<file path="src/design/utf8cd_pkg.sv">
// types, constants and helper functions for the utf-8 codepoint decoder
`default_nettype none

package utf8cd_pkg;

  localparam int CP_W = 21;
  localparam int QDEPTH = 4;
  localparam int QIDX_W = $clog2(QDEPTH);
  localparam int QCNT_W = $clog2(QDEPTH + 1);
  localparam int MAX_RES = 3;
  localparam int RESN_W = $clog2(MAX_RES + 1);

  localparam logic [7:0] ASCII_MASK = 8'h80;
  localparam logic [7:0] LEAD2_MASK = 8'hE0;
  localparam logic [7:0] LEAD2_CODE = 8'hC0;
  localparam logic [7:0] LEAD3_MASK = 8'hF0;
  localparam logic [7:0] LEAD3_CODE = 8'hE0;
  localparam logic [7:0] LEAD4_MASK = 8'hF8;
  localparam logic [7:0] LEAD4_CODE = 8'hF0;

  localparam logic [1:0] NEED_NONE = 2'd0;
  localparam logic [1:0] NEED_ONE = 2'd1;
  localparam logic [1:0] NEED_TWO = 2'd2;
  localparam logic [1:0] NEED_THREE = 2'd3;

  typedef struct packed {
    logic [CP_W-1:0] cp;
    logic raw;
    logic fin;
  } res_t;

  // continuation bytes a lead asks for, none for a non-lead
  function automatic logic [1:0] lead_need(input logic [7:0] b);
    logic [1:0] n;
    n = NEED_NONE;
    if ((b & ASCII_MASK) == 8'h00) n = NEED_NONE;
    else if ((b & LEAD2_MASK) == LEAD2_CODE) n = NEED_ONE;
    else if ((b & LEAD3_MASK) == LEAD3_CODE) n = NEED_TWO;
    else if ((b & LEAD4_MASK) == LEAD4_CODE) n = NEED_THREE;
    return n;
  endfunction

  function automatic logic [CP_W-1:0] cp_raw(input logic [7:0] b);
    return {{(CP_W-8){1'b0}}, b};
  endfunction

  function automatic logic [CP_W-1:0] cp2(input logic [7:0] a, input logic [7:0] b);
    return {{(CP_W-11){1'b0}}, a[4:0], b[5:0]};
  endfunction

  function automatic logic [CP_W-1:0] cp3(input logic [7:0] a, input logic [7:0] b,
                                          input logic [7:0] c);
    return {{(CP_W-16){1'b0}}, a[3:0], b[5:0], c[5:0]};
  endfunction

  function automatic logic [CP_W-1:0] cp4(input logic [7:0] a, input logic [7:0] b,
                                          input logic [7:0] c, input logic [7:0] d);
    return {a[2:0], b[5:0], c[5:0], d[5:0]};
  endfunction

endpackage

`default_nettype wire

</file>
<file path="src/design/utf8_codepoint_decoder.sv">
// utf-8 codepoint decoder: byte stream in, codepoints out through a four-entry result queue
//
//   channel | handshake          | payload
//   --------+--------------------+--------------------------------------------
//   in      | in_valid/in_stall  | byte_value[7:0], string_end
//   out     | out_valid/out_stall| codepoint[20:0], raw_lead, final_of_string
//
// one byte per cycle while in_stall is low; decode is one combinational pass from byte and state into the queue
// a byte gives zero to three results; in_stall rises while the queue holds two or more
// a truncated string end that yields three results stalls input until the queue holds fewer than two
// out_valid comes from the queue count only; the queue drains one result per cycle while out_stall is low
// rst is synchronous active high and empties the queue and clears the open sequence
`default_nettype none

module utf8_codepoint_decoder (
  input  wire         clk,
  input  wire         rst,
  input  wire         in_valid,
  output logic        in_stall,
  input  wire  [7:0]  byte_value,
  input  wire         string_end,
  output logic        out_valid,
  input  wire         out_stall,
  output logic [20:0] codepoint,
  output logic        raw_lead,
  output logic        final_of_string
);

  logic [1:0] need, need_next;
  logic [7:0] held_lead, held_lead_next;
  logic [7:0] held_followers [2];
  logic [1:0] followers_held, followers_held_next;
  logic       store_follower;

  utf8cd_pkg::res_t q [utf8cd_pkg::QDEPTH];
  utf8cd_pkg::res_t q_next [utf8cd_pkg::QDEPTH];
  logic [utf8cd_pkg::QCNT_W-1:0] cnt, cnt_next, base;

  utf8cd_pkg::res_t res [utf8cd_pkg::MAX_RES];
  logic [utf8cd_pkg::RESN_W-1:0] res_n;

  logic in_acc, pop;
  logic [1:0] lead_len_need, f0_need;
  logic c_is_lead;

  assign in_stall = (cnt > utf8cd_pkg::QCNT_W'(1));
  assign in_acc = in_valid && !in_stall;
  assign out_valid = (cnt != '0);
  assign pop = out_valid && !out_stall;
  assign codepoint = q[0].cp;
  assign raw_lead = q[0].raw;
  assign final_of_string = q[0].fin;

  assign lead_len_need = utf8cd_pkg::lead_need(held_lead);
  assign f0_need = utf8cd_pkg::lead_need(held_followers[0]);
  assign c_is_lead = (utf8cd_pkg::lead_need(byte_value) != utf8cd_pkg::NEED_NONE);

  // decode one byte against the open sequence
  always_comb begin
    need_next = need;
    held_lead_next = held_lead;
    followers_held_next = followers_held;
    store_follower = 1'b0;
    res_n = '0;
    for (int j = 0; j < utf8cd_pkg::MAX_RES; j++) begin
      res[j] = '{cp: utf8cd_pkg::cp_raw(byte_value), raw: 1'b0, fin: 1'b0};
    end
    if (need == utf8cd_pkg::NEED_NONE) begin
      if (string_end) begin
        res[0] = '{cp: utf8cd_pkg::cp_raw(byte_value), raw: c_is_lead, fin: 1'b1};
        res_n = utf8cd_pkg::RESN_W'(1);
      end else if (!c_is_lead) begin
        res[0] = '{cp: utf8cd_pkg::cp_raw(byte_value), raw: 1'b0, fin: 1'b0};
        res_n = utf8cd_pkg::RESN_W'(1);
      end else begin
        held_lead_next = byte_value;
        need_next = utf8cd_pkg::lead_need(byte_value);
        followers_held_next = 2'd0;
      end
    end else if (need == utf8cd_pkg::NEED_ONE) begin
      case (lead_len_need)
        utf8cd_pkg::NEED_ONE:
          res[0].cp = utf8cd_pkg::cp2(held_lead, byte_value);
        utf8cd_pkg::NEED_TWO:
          res[0].cp = utf8cd_pkg::cp3(held_lead, held_followers[0], byte_value);
        default:
          res[0].cp = utf8cd_pkg::cp4(held_lead, held_followers[0], held_followers[1],
                                      byte_value);
      endcase
      res[0].raw = 1'b0;
      res[0].fin = string_end;
      res_n = utf8cd_pkg::RESN_W'(1);
      need_next = utf8cd_pkg::NEED_NONE;
      followers_held_next = 2'd0;
    end else if (string_end) begin
      // truncated: lead goes out raw, held bytes decode again as a fresh tail
      res[0] = '{cp: utf8cd_pkg::cp_raw(held_lead), raw: 1'b1, fin: 1'b0};
      need_next = utf8cd_pkg::NEED_NONE;
      followers_held_next = 2'd0;
      if (followers_held == 2'd0) begin
        res[1] = '{cp: utf8cd_pkg::cp_raw(byte_value), raw: c_is_lead, fin: 1'b1};
        res_n = utf8cd_pkg::RESN_W'(2);
      end else if (f0_need == utf8cd_pkg::NEED_ONE) begin
        res[1] = '{cp: utf8cd_pkg::cp2(held_followers[0], byte_value), raw: 1'b0,
                   fin: 1'b1};
        res_n = utf8cd_pkg::RESN_W'(2);
      end else begin
        res[1] = '{cp: utf8cd_pkg::cp_raw(held_followers[0]),
                   raw: (f0_need != utf8cd_pkg::NEED_NONE), fin: 1'b0};
        res[2] = '{cp: utf8cd_pkg::cp_raw(byte_value), raw: c_is_lead, fin: 1'b1};
        res_n = utf8cd_pkg::RESN_W'(3);
      end
    end else begin
      store_follower = 1'b1;
      followers_held_next = followers_held + 2'd1;
      need_next = need - 2'd1;
    end
  end

  // result queue: head shifts out, new results land after the survivors
  always_comb begin
    base = cnt - utf8cd_pkg::QCNT_W'(pop);
    for (int k = 0; k < utf8cd_pkg::QDEPTH; k++) begin
      q_next[k] = q[k];
    end
    if (pop) begin
      for (int k = 0; k < utf8cd_pkg::QDEPTH - 1; k++) begin
        q_next[k] = q[k + 1];
      end
    end
    cnt_next = base;
    if (in_acc) begin
      for (int j = 0; j < utf8cd_pkg::MAX_RES; j++) begin
        if (utf8cd_pkg::RESN_W'(j) < res_n) begin
          q_next[utf8cd_pkg::QIDX_W'(base + utf8cd_pkg::QCNT_W'(j))] = res[j];
        end
      end
      cnt_next = base + utf8cd_pkg::QCNT_W'(res_n);
    end
  end

  always_ff @(posedge clk) begin
    if (rst) begin
      cnt <= '0;
      need <= utf8cd_pkg::NEED_NONE;
      held_lead <= 8'h00;
      followers_held <= 2'd0;
    end else begin
      cnt <= cnt_next;
      if (in_acc) begin
        need <= need_next;
        held_lead <= held_lead_next;
        followers_held <= followers_held_next;
      end
    end
  end

  always_ff @(posedge clk) begin
    for (int k = 0; k < utf8cd_pkg::QDEPTH; k++) begin
      q[k] <= q_next[k];
    end
    if (in_acc && store_follower) begin
      held_followers[followers_held[0]] <= byte_value;
    end
  end

  a_cnt_bound: assert property (@(posedge clk) disable iff (rst)
    cnt <= utf8cd_pkg::QCNT_W'(utf8cd_pkg::QDEPTH))
    else $error("result queue overflow");

  a_end_gives_result: assert property (@(posedge clk) disable iff (rst)
    (in_acc && string_end) |-> (res_n != '0))
    else $error("string end produced no result");

  a_end_closes_seq: assert property (@(posedge clk) disable iff (rst)
    (in_acc && string_end) |=> (need == utf8cd_pkg::NEED_NONE && followers_held == 2'd0))
    else $error("sequence left open after string end");

  a_seq_consistent: assert property (@(posedge clk) disable iff (rst)
    (need != utf8cd_pkg::NEED_NONE) |->
      (({1'b0, need} + {1'b0, followers_held}) == {1'b0, lead_len_need}))
    else $error("held byte count disagrees with lead");

endmodule

`default_nettype wire

</file>
<file path="config.mk">
export PLATFORM = sky130hd
export DESIGN_NAME = utf8_codepoint_decoder
export DESIGN_NICKNAME = d
export VERILOG_FILES = /design/src/design/utf8cd_pkg.sv /design/src/design/utf8_codepoint_decoder.sv
export SDC_FILE = /design/constraint.sdc
export NUM_CORES = 1
export LEC_CHECK = 0
export BUFFER_PORTS_ARGS = -buffer_cell sky130_fd_sc_hd__buf_2
export CELL_PAD_IN_SITES_DETAIL_PLACEMENT = 1
export CELL_PAD_IN_SITES_GLOBAL_PLACEMENT = 1
export CORE_UTILIZATION = 43
export CTS_CLUSTER_SIZE = 10
export DETAILED_ROUTE_END_ITERATION = 6
export HOLD_SLACK_MARGIN = 0.15
export MAX_ROUTING_LAYER = met4
export PLACE_DENSITY = 0.8
export SLEW_MARGIN = 10
export SYNTH_ARGS = -nofsm -noshare
export SYNTH_HDL_FRONTEND = slang
export SYNTH_SLANG_ARGS = --single-unit
</file>
<file path="constraint.sdc">
create_clock -name clk -period 8.45 [get_ports clk]
set_clock_uncertainty 0.2 [all_clocks]
set_input_delay 0 -clock clk [delete_from_list [all_inputs] [get_ports clk]]
set_output_delay 0 -clock clk [all_outputs]
set_load 0.02 [all_outputs]
</file>
# Yosys cells after proc, flatten, opt, wreduce, memory -nomap -nowiden

Memories as Yosys holds them, arrays and structs flattened.
Cells that the tools add are included.

$add $sub $neg: 6
Multiply operators: 0
Div/mod/pow operators: 0
Order comparisons: 10
Eq/ne operators: 15
Shifts and indexed selects: 0
Muxes and demuxes: 62
Bitwise operators: 4
Reduce and logical (&&, ||, !) cells: 18

Operators by type and width:

| kind                                                       | number |
|---|---|
| two-way mux 92 bit                                         | 6 |
| bitwise mux 92 bit                                         | 3 |
| demux 23 bit (select 2 bit)                                | 3 |
| two-way mux 23 bit                                         | 5 |
| two-way mux 46 bit                                         | 2 |
| two-way mux 69 bit                                         | 1 |
| two-way mux 2 bit                                          | 28 |
| two-way mux 56 bit                                         | 1 |
| one-hot mux 21 bit (2 select lines)                        | 1 |
| two-way mux 13 bit                                         | 2 |
| logical NOT 8 bit                                          | 3 |
| equality test 5 bit, second input constant                 | 3 |
| equality test 4 bit, second input constant                 | 3 |
| equality test 3 bit, second input constant                 | 3 |
| greater-or-equal comparator 3 bit, second input constant   | 3 |
| less-than comparator 3 x 1 -> 1 bit, second input constant | 3 |
| two-way mux 1 bit                                          | 9 |
| inverter 2 -> 3 bit                                        | 3 |
| equality test 2 x 1 -> 1 bit, second input constant        | 3 |
| logical AND 1 bit                                          | 6 |
| adder 2 x 1 -> 2 bit, second input constant                | 2 |
| logical NOT 2 bit                                          | 2 |
| less-than comparator 1 x 2 -> 1 bit, first input constant  | 2 |
| != test 2 bit, second input constant                       | 2 |
| 14 further kinds                                           | 16 |

Flip-flop bits (word level): 15
Bits in latches: 0
Bits in writable memories: 108
ROM bits: 0
Input port bits: 13
Output and inout bits: 25
Memories: 2

Memory list:

| memory         | words | bits a word | rd ports | clocked after memory_dff | write ports | line                         | source |
|---|---|---|---|---|---|---|---|
| q              | 4     | 23          | 4        | 0                        | 4           | utf8_codepoint_decoder.sv:35 | `utf8cd_pkg::res_t q [utf8cd_pkg::QDEPTH];` |
| held_followers | 2     | 8           | 2        | 0                        | 1           | utf8_codepoint_decoder.sv:31 | `logic [7:0] held_followers [2];` |

# Longest topological paths before layout

An unclocked memory read counts as a cell.

Word-level depth: 21
Mapped depth: 16

# Worst setup path after synthesis

OpenSTA, ideal clock, no wires.

Path type: reg2reg
Start point: register cnt[0] (netlist bit)
End point: memory q[2][3] (netlist bit)
Library setup time: 0.175 ns
Arrival: 3.124 ns
Required time: 8.075 ns
Slack: 4.951 ns
Stages on the path, launching flop included: 16
Path buffers: 4
Period minus slack after synthesis: 3.499 ns
Cells stage by stage: dfxtp_1 > nor3_1 > inv_1 > nand2b_1 > buf_2 > inv_2 > buf_2 > clkbuf_1 > ha_1 > ha_1 > clkbuf_1 > nand2_1 > nor4_4 > a21oi_1 > o221ai_1 > a32oi_1

RTL lines:

| element                | line                          | source |
|---|---|---|
| start, declared        | utf8_codepoint_decoder.sv:37  | `logic [utf8cd_pkg::QCNT_W-1:0] cnt, cnt_next, base;` |
| start signal, assigned | utf8_codepoint_decoder.sv:149 | `cnt <= cnt_next;` |
| end, declared          | utf8_codepoint_decoder.sv:35  |  |

==> metrics.md <==
| Metric | Value |
|---|---|
| CTS Buf Count | 17 |
| Rel. slew slack | 0.213 |
| Post-DR vias/cell | 6.59 |
| Number of synthesized flops with an enable pin | 37 |
| Leak pwr | 2.98 nW |
| CTS tree | yes |
| Worst-path cell chain | nor3_1 > inv_1 > nand2b_2 > buf_4 > inv_2 > ha_1 > ha_1 > nor2b_1 > nand4_1 > a31oi_1 > o22ai_1 |
| Die ar. | 16900 um^2 |
| IO Port Bufs | 37 |
| Most Frequent Cell on Critical Path | ha_1 |
| Antenna Nets Post-Route | 0 |
| Synth warn | 0 |
| Overall routed net length | 25.4 mm |
| Reg2Reg Depth | 11 |
| Finish-stage setup viols | 0 |
| Pwr Total | 0.00336 W |
| Netlist cell types | 77 |
| Peak supply drop | 194 uV |
| Avg Cell Area, Syn | 9.17 um^2 |
| GP Congestion | 0.961 |
| Worst-Skew Late Latency | 0.43 ns |
| Hold Vio Cnt, Final | 0 |
| Fmax | 215 MHz |
| Kind of critical path | reg -> reg |
| Sequential area share after synthesis | 0.396 |
| Fin crit share | 0.551 |
| Vias in the first global route | 6787 |
| First-pass iteration count of the detailed router | 5 |
| Max Root-Sink Buffers | 2 |
| Largest net degree at the start of global routing | 68 |
| Dpl hpwl | 17.3 mm |
| Mapped Cells | 770 |
| Critical path data arrival time | 4.72 ns |
| Yosys reg bits | 121 |
| Worst Path Max Fanout | 31 |
| Antenna violations before repair | 0 |
| Initial DRC Count | 462 |
| TNS Setup | 0 ns |
| Initial core utilization | 0.443 |
| GRT Util Overall | 0.325 |
| ANT cells | 0 |
| Data required time of the critical path | 8.51 ns |
| Status | completed |
| CORE AREA | 15900 um^2 |
| Crit path max-delay cell type | a31oi_1 |
| Crit. End Element | flop |
| # IOs | 38 |
| Layout cells sized above 1 | 0.144 |
| Final Max Slew Viols | 0 |
| Die Y | 130 um |
| Max_cap viols | 0 |
| Root Buffer Master | clkbuf_16 |
| Htree depth | 4 |
| Clk sinks | 121 |
| RSZ-0062 raised after global routing | no |
| Met1 GRT Util | 0.391 |
| Fin Hold WS | 0.239 ns |
| Final min period | 4.66 ns |
| Busiest layer in global routing | met2 |
| Met2 Usage GRT | 0.503 |
| Drt wl/cell | 25.0 um |
| Worst min path class | in -> reg |
| CP peak stage delay | 1.12 ns |
| Most frequent cells in the layout | nand2_1 (103), dfxtp_1 (84), mux2i_1 (63) |
| Final nets | 810 |
| Ys flop type | dfxtp_1 |
| CTS resizes | 0 |
| Fraction of registers with async set/reset | 0 |
| Tightest Pin Transition | 1.18 ns |
| First-pass GRT wire length | 39.3 mm |
| GR met3 Demand/Resource | 0.0734 |
| Syn-to-layout area delta | 12.5% |
| WHS Path Cells | 2 |
| Global route overflow | 0 |
| Post-synthesis net count | 790 |
| Synthesized area | 7060 um^2 |
| Drc violations | 0 |
| Vias | 6719 |
| Rows | 46 |
| Cell Pwr Density | 423 nW/um^2 |
| Worst-path clk slew | 0.06 ns |
| Fillers | 1844 |
| Most common cell after layout, fill and taps aside | nand2_1 |
| Startpoint Class | flop |
| Horiz. Die Dim | 130 um |
## metal layers
layer | vias to the layer above | share of wire
met5 | - | 0
met4 | 0 | 0.044
met3 | 97 | 0.070
met2 | 316 | 0.47
met1 | 3338 | 0.41
li1 | 2968 | -
## sequential cells by signal, summed over array words and instances (netlist names)
register        flops
held_lead           8
cnt                 3
need                2
held_followers     14
followers_held      2
q                  92
## cells in the mapped netlist, drive strengths merged (7+ instances only)
cell    instances  area share
dfxtp          84        0.24
a211oi          7      0.0074
a31oi          14       0.015
inv            18       0.010
edfxtp         37        0.16
a32oi          12       0.015
mux2i          64       0.093
o21ai          37       0.027
o221ai          9       0.011
nand3          22       0.017
clkbuf         20       0.011
o22ai          52       0.046
a21oi          48       0.034
buf            35       0.032
nand2         103       0.055
a22oi           7      0.0074
nand2b         13       0.012
nor2           46       0.030
nor3            9      0.0071
mux2           16       0.027
and2            7      0.0062
or3             7      0.0062
a21o           10       0.011
## through the flow
stage,instances,setup slack (ns),cell area [um^2],util
2_1_floorplan,770,4.95,7060,-
3_3_place_gp,974,4.17,7260,0.456
3_5_place_dp,974,3.95,7260,0.456
4_1_cts,1019,3.90,7950,0.498
5_1_grt,1019,3.60,7950,0.498
6_report,1019,3.79,7950,0.498
## worst max-delay path, delay by kind of cell, from the launching register on
family | cells | cell delay, ns
AOI/OAI and AO/OA | 2 | 1.33
and+or+nand+nor | 4 | 1.29
buffers and inverters | 3 | 0.65
adders and majority gates | 2 | 0.63
DFF | 1 | 0.35
## power breakdown
part	internal (W)	switching [W]
combinational	0.000598	0.00107
clock	0.000408	0.000285
sequential	0.000864	0.000141
## layout make-up
type	count	area [um^2]	area share
clock buffer	24	492	0.0619
clock inverter	8	60.1	0.00756
inverter	19	76.3	0.00961
multi-input combinational	575	3890	0.490
sequential	121	2790	0.351
tap	216	270	0.0340
timing repair buffer	56	360	0.0454
## cell families (layout without fill, tap and decap cells)
| family | count (synthesis) | count (layout) | share of synthesized area |
|---|---|---|---|
| adder cells (fa/ha/maj) | 7 | 7 | 0.0135 |
| AO/OA/AOI/OAI | 246 | 246 | 0.238 |
| multiplexers | 80 | 80 | 0.119 |
| flip-flops | 121 | 121 | 0.396 |
| XOR/XNOR | 1 | 1 | 0.00124 |
| AND/OR/NAND/NOR | 241 | 241 | 0.180 |
| buffers and inverters | 74 | 107 | 0.0532 |
## final timing paths
kind / endpoint / startpoint / slack [ns]
max: q[0][21] / cnt[0] / 3.79
min: held_followers[0][1] / byte_value[1] / 0.24
max reg2reg: q[0][21] / cnt[0] / 3.79
min reg2reg: followers_held[1] / followers_held[1] / 0.29
## what timing repair did
item                                   in CTS  in global routing
hold buffers                               13                  0
endpoints found under the hold margin      72                  0
buffers inserted                            0                  0
setup endpoints to repair                   0                  0
Note: power is estimated with default switching activity, not from simulation.
